## src/design/mzr_pkg.sv

```systemverilog
// ----------------------------------------------------------------------------
// mzr_pkg
// Shared constants, types and codes for the maximal zero-rectangle finder.
// ----------------------------------------------------------------------------
`default_nettype none

package mzr_pkg;

   // Matrix size limits.
   localparam int MAX_COLS = 1024;
   localparam int MAX_ROWS = 1024;

   // Derived widths.
   localparam int COL_W   = $clog2(MAX_COLS);       // column index
   localparam int CNT_W   = $clog2(MAX_COLS + 1);   // stack depth, widths, edges
   localparam int HGT_W   = $clog2(MAX_ROWS + 1);   // zero-run height
   localparam int CFG_W   = 11;                     // column_count register
   localparam int AREA_W  = 21;                     // reported area
   localparam int PROD_W  = HGT_W + CNT_W;          // height times width
   localparam int ENTRY_W = COL_W + HGT_W;          // one stack entry

   localparam logic [AREA_W-1:0] AREA_MAX = {AREA_W{1'b1}};

   // One stack entry: the column where a bar starts and its height.
   typedef struct packed {
      logic [COL_W-1:0] idx;
      logic [HGT_W-1:0] hgt;
   } entry_type;

   typedef enum logic [3:0] {
      ST_IDLE,
      ST_HCALC,
      ST_CHECK,
      ST_PUSH,
      ST_FLUSH,
      ST_POP_RD,
      ST_POP_MUL,
      ST_POP_CMP,
      ST_EMIT
   } state_type;

   // Commands from the controller to the datapath.
   typedef struct packed {
      logic load;         // take the item, read the column height
      logic hcalc;        // compute and store the new height
      logic push;         // push the current column
      logic pop_rd;       // read the entry below the top
      logic pop_mul;      // height times width
      logic pop_cmp;      // score the product and drop the top
      logic advance;      // step to the next column
      logic start_flush;  // row end: pop everything
      logic row_done;     // row finished, back to column zero
      logic emit;         // load the result register
   } cmd_type;

   // Status from the datapath to the controller.
   typedef struct packed {
      logic can_pop;
      logic stack_empty;
      logic row_end;
      logic flushing;
      logic last;
      logic out_free;
   } status_type;

endpackage

`default_nettype wire

```

## src/design/mzr_ctrl.sv

```systemverilog
// ----------------------------------------------------------------------------
// mzr_ctrl
// Sequencer that steps one cell through height update, stack pops and push, then row flush and emit.
// ----------------------------------------------------------------------------
`default_nettype none

module mzr_ctrl (
   input  wire logic               clock,
   input  wire logic               reset,
   input  wire logic               req_valid,
   output logic                    req_stall,
   input  wire mzr_pkg::status_type status,
   output mzr_pkg::cmd_type        cmd
);

   mzr_pkg::state_type state_ff;
   mzr_pkg::state_type state_in;

   always_ff @(posedge clock) begin
      if (reset) begin
         state_ff <= mzr_pkg::ST_IDLE;
      end else begin
         state_ff <= state_in;
      end
   end

   // Next state.
   always_comb begin
      state_in = state_ff;
      case (state_ff)
         mzr_pkg::ST_IDLE: begin
            if (req_valid) begin
               state_in = mzr_pkg::ST_HCALC;
            end
         end
         mzr_pkg::ST_HCALC: begin
            state_in = mzr_pkg::ST_CHECK;
         end
         mzr_pkg::ST_CHECK: begin
            if (status.can_pop) begin
               state_in = mzr_pkg::ST_POP_RD;
            end else begin
               state_in = mzr_pkg::ST_PUSH;
            end
         end
         mzr_pkg::ST_PUSH: begin
            if (status.row_end) begin
               state_in = mzr_pkg::ST_FLUSH;
            end else begin
               state_in = mzr_pkg::ST_IDLE;
            end
         end
         mzr_pkg::ST_FLUSH: begin
            if (!status.stack_empty) begin
               state_in = mzr_pkg::ST_POP_RD;
            end else if (status.last) begin
               state_in = mzr_pkg::ST_EMIT;
            end else begin
               state_in = mzr_pkg::ST_IDLE;
            end
         end
         mzr_pkg::ST_POP_RD: begin
            state_in = mzr_pkg::ST_POP_MUL;
         end
         mzr_pkg::ST_POP_MUL: begin
            state_in = mzr_pkg::ST_POP_CMP;
         end
         mzr_pkg::ST_POP_CMP: begin
            if (status.flushing) begin
               state_in = mzr_pkg::ST_FLUSH;
            end else begin
               state_in = mzr_pkg::ST_CHECK;
            end
         end
         mzr_pkg::ST_EMIT: begin
            if (status.out_free) begin
               state_in = mzr_pkg::ST_IDLE;
            end
         end
         default: begin
            state_in = mzr_pkg::ST_IDLE;
         end
      endcase
   end

   // Outputs.
   always_comb begin
      cmd       = '0;
      req_stall = 1'b1;
      case (state_ff)
         mzr_pkg::ST_IDLE: begin
            req_stall = 1'b0;
            cmd.load  = req_valid;
         end
         mzr_pkg::ST_HCALC: begin
            cmd.hcalc = 1'b1;
         end
         mzr_pkg::ST_CHECK: begin
         end
         mzr_pkg::ST_PUSH: begin
            cmd.push        = 1'b1;
            cmd.advance     = !status.row_end;
            cmd.start_flush = status.row_end;
         end
         mzr_pkg::ST_FLUSH: begin
            cmd.row_done = status.stack_empty;
         end
         mzr_pkg::ST_POP_RD: begin
            cmd.pop_rd = 1'b1;
         end
         mzr_pkg::ST_POP_MUL: begin
            cmd.pop_mul = 1'b1;
         end
         mzr_pkg::ST_POP_CMP: begin
            cmd.pop_cmp = 1'b1;
         end
         mzr_pkg::ST_EMIT: begin
            cmd.emit = status.out_free;
         end
         default: begin
         end
      endcase
   end

endmodule

`default_nettype wire

```

## config.mk

```make
export PLATFORM = sky130hd
export DESIGN_NAME = mzr_ctrl
export DESIGN_NICKNAME = d
export VERILOG_FILES = /design/src/design/mzr_pkg.sv /design/src/design/mzr_ctrl.sv
export SDC_FILE = /design/constraint.sdc
export NUM_CORES = 1
export LEC_CHECK = 0
export BUFFER_PORTS_ARGS = -buffer_cell sky130_fd_sc_hd__buf_2
export CORE_AREA = 2 2 39 41
export CTS_BUF_LIST = sky130_fd_sc_hd__clkbuf_8
export DETAILED_ROUTE_END_ITERATION = 16
export DIE_AREA = 0 0 41 43
export GPL_TIMING_DRIVEN = 0
export HOLD_SLACK_MARGIN = 0.02
export SYNTH_ARGS = -nofsm -noshare
export SYNTH_HDL_FRONTEND = slang
export SYNTH_SLANG_ARGS = --single-unit
```

## constraint.sdc

```tcl
create_clock -name clock -period 1.6 [get_ports clock]
set_input_delay 0.16 -clock clock [delete_from_list [all_inputs] [get_ports clock]]
set_output_delay 0.16 -clock clock [all_outputs]
set_load 0.005 [all_outputs]
```

==> metrics.md <==
| Metric | Value |
|---|---|
| DRC viols | `0` |
| First-pass DRT Iterations | `2` |
| Worst EP required | `1.44 ns` |
| Cts repair resizes | `0` |
| IO Count | `20` |
| Main synth FF type | `dfxtp_1` |
| Setup crit end kind | `primary output` |
| EDFF count, synth | `0` |
| Routability congestion estimate | `0.7913` |
| GRT Total Usage | `12.65%` |
| Status | `finished, final reports clean` |
| Post-Syn Nets | `58` |
| Congestion Overflow GR | `0` |
| Largest net degree at the start of global routing | `11` |
| Post-CTS setup buffers | `0` |
| Placement Rows | `14` |
| VDD IR max | `546.6 µV` |
| Worst setup path class | `flip-flop to primary output` |
| Sink Count | `4` |
| Reg2reg path depth | `3` |
| Final period utilization | `85.16%` |
| Die Y | `43 µm` |
| Drt initial violations | `5` |
| First-pass GRT wire length | `1407 µm` |
| Final worst slack | `0.2375 ns` |
| Post-Route Setup TNS | `0 ns` |
| Cell variety after synth | `26` |
| Core Area | `0.001384 mm²` |
| Worst EP arrival | `1.20 ns` |
| DR vias | `424` |
| Fin nets | `82` |
| Area grow syn2layout | `40.58%` |
| Crit path to | `cmd[5]` |
| CTS clk-pin slew, worst paths | `0.03 ns` |
| Ys Warns | `0` |
| R2R setup slack | `0.58 ns` |
| Leak | `0.0002726 µW` |
| Vias in the first global route | `333` |
| Worst slew margin | `81.97%` |
| Worst hold slack | `0.1585 ns` |
| Vias per cell | `4.874` |
| Total routed wirelength | `914 µm` |
| Max FFs per register | `4` |
| DP Worst Slack | `0.4698 ns` |
| Die area | `0.001763 mm²` |
| Post-route ant nets | `0` |
| RR Endpoint | `state_ff[0]` |
| Largest regs | `state_ff (4)` |
| Slew Limit Fails | `0` |
| Gate Count Post-Synth | `49` |
| N_diodes | `0` |
| Fmax achieved | `733.9 MHz` |
| CP startpoint kind | `flip-flop` |
| Reg-to-Reg Start | `state_ff[0]` |
| Port Buffers | `19` |
| Share of cells above drive strength 1 | `43.66%` |
| CTS root buf | `clkbuf_8` |
| Worst skew pair latency | `0.22 ns` |
| Synth Cell Area | `385.4 µm²` |
| Hold wc startpoint | `reset` |
| Fin cells | `87` |
| CTS buffer count | `3` |
| Initial antenna violation count | `0` |
| Critical path peak fanout | `10` |
| CP startpoint | `state_ff[2]` |
| Setup-failing EPs final | `0` |
| Top reg by flops | `state_ff` |
| RSZ-0062 raised after global routing | `false` |
| Post-placement cell count | `84` |
| Max cap viols | `0` |
| Seq/Total Area, Yosys | `20.78%` |
| Worst-Margin Slew | `0.2675 ns` |
| Hold Path Class | `input pin to flip-flop` |
| Die W | `41 µm` |
| Number of synthesized register bits | `4` |
| H-tree depth | `1` |
| CTS tree | `built` |
| Skew final | `0.004801 ns` |
| Hold-fix buffers at CTS | `0` |
| Crit path time final | `1.363 ns` |
| WL/cell | `10.51 µm` |
| Post-synth ARST share | `0%` |
| Initial core utilization | `27.85%` |
| Max clock buf depth | `2` |
| Power per cell area | `870.3 mW/mm²` |
| Mapped Avg Cell Area | `7.865 µm²` |
| DPL Wire Length | `670.8 µm` |
| Final hold viol count | `0` |
==> cell type report <==
class | instances | area [µm²]
Buffer | 4 | 41.29
Clock buffer | 3 | 41.29
Fill cell | 144 | 842.1
Multi-Input combinational cell | 41 | 264.0
Sequential cell | 4 | 80.08
Tap cell | 16 | 20.02
Timing Repair Buffer | 19 | 95.09
==> cells by family (layout without fill, tap and decap cells) <==
| family | after synthesis | in the layout | share of synthesized area, % |
|---|---|---|---|
| AND/OR/NAND/NOR | 34 | 34 | 53.90 |
| AO/OA/AOI/OAI | 6 | 6 | 12.34 |
| flip-flops | 4 | 4 | 20.78 |
| buffers and inverters | 4 | 26 | 10.71 |
| XOR/XNOR | 1 | 1 | 2.273 |
==> critical path, stage by stage (launching register included) <==
cell and delay, ns:
dfxtp_1 0.31, buf_4 0.17, nor2b_1 0.22, nor2b_1 0.16, buf_2 0.12
==> metal layers <==
| layer | part of all wire (%) | global-route usage (%) |
|---|---|---|
| met5 | 0 | 0 |
| met4 | 3.0 | 8.000 |
| met3 | 7.0 | 7.853 |
| met2 | 44 | 15.00 |
| met1 | 46 | 16.40 |
==> synth_stat cells, types with 2 or more instances <==
cell type,number,area (µm²)
nor3_1,5,25.02
nor2b_1,3,18.77
and3_1,4,25.02
nor2_2,2,12.51
dfxtp_1,4,80.08
nand2b_1,2,12.51
nor2_1,4,15.01
nand3_1,2,10.01
nand2_1,4,15.01
buf_6,3,33.78
==> report_power, final <==
| group | leakage (µW) | internal (µW) | total, µW | switching, µW |
|---|---|---|---|---|
| Clock | 0.0000216 | 160 | 214 | 53.5 |
| Combinational | 0.000218 | 68.6 | 139 | 69.9 |
| Sequential | 0.0000327 | 109 | 119 | 10.3 |
| Total | 0.000273 | 338 | 471 | 134 |
==> worst min path at each step <==
stage                        endpoint  slack, ns  cells after the start
after CTS                 state_ff[3]       0.16                      2
after detailed placement  state_ff[3]       0.39                      2
after floorplan           state_ff[3]       0.23                      1
after global routing      state_ff[3]       0.16                      2
final                     state_ff[3]       0.16                      2
after global placement    state_ff[3]       0.39                      2
==> layout by cell type, fill, tap and decap left out, drive strengths merged <==
cell type	n
o21bai	1
and2	1
o21ai	1
nor4bb	1
nand2	4
nand4	1
o211ai	1
nor3	6
nor4	1
and3	4
and2b	1
xor2	1
a21oi	1
dfxtp	4
nor2b	3
nand2b	2
nand3	2
clkbuf	3
buf	23
a31oi	1
nand3b	1
nor3b	1
o41ai	1
nor2	6
==> per-stage QoR <==
step                      total power, µW  utilization, %  cell area, µm²
after detailed placement            259.6           36.17           500.5
after floorplan                     215.5               -           385.4
after global placement              258.8           36.17           500.5
final                               471.5           39.15           541.8
after global routing                500.4           39.15           541.8
after CTS                           475.9           39.15           541.8
No activity file was read; power rests on OpenSTA's default activity.
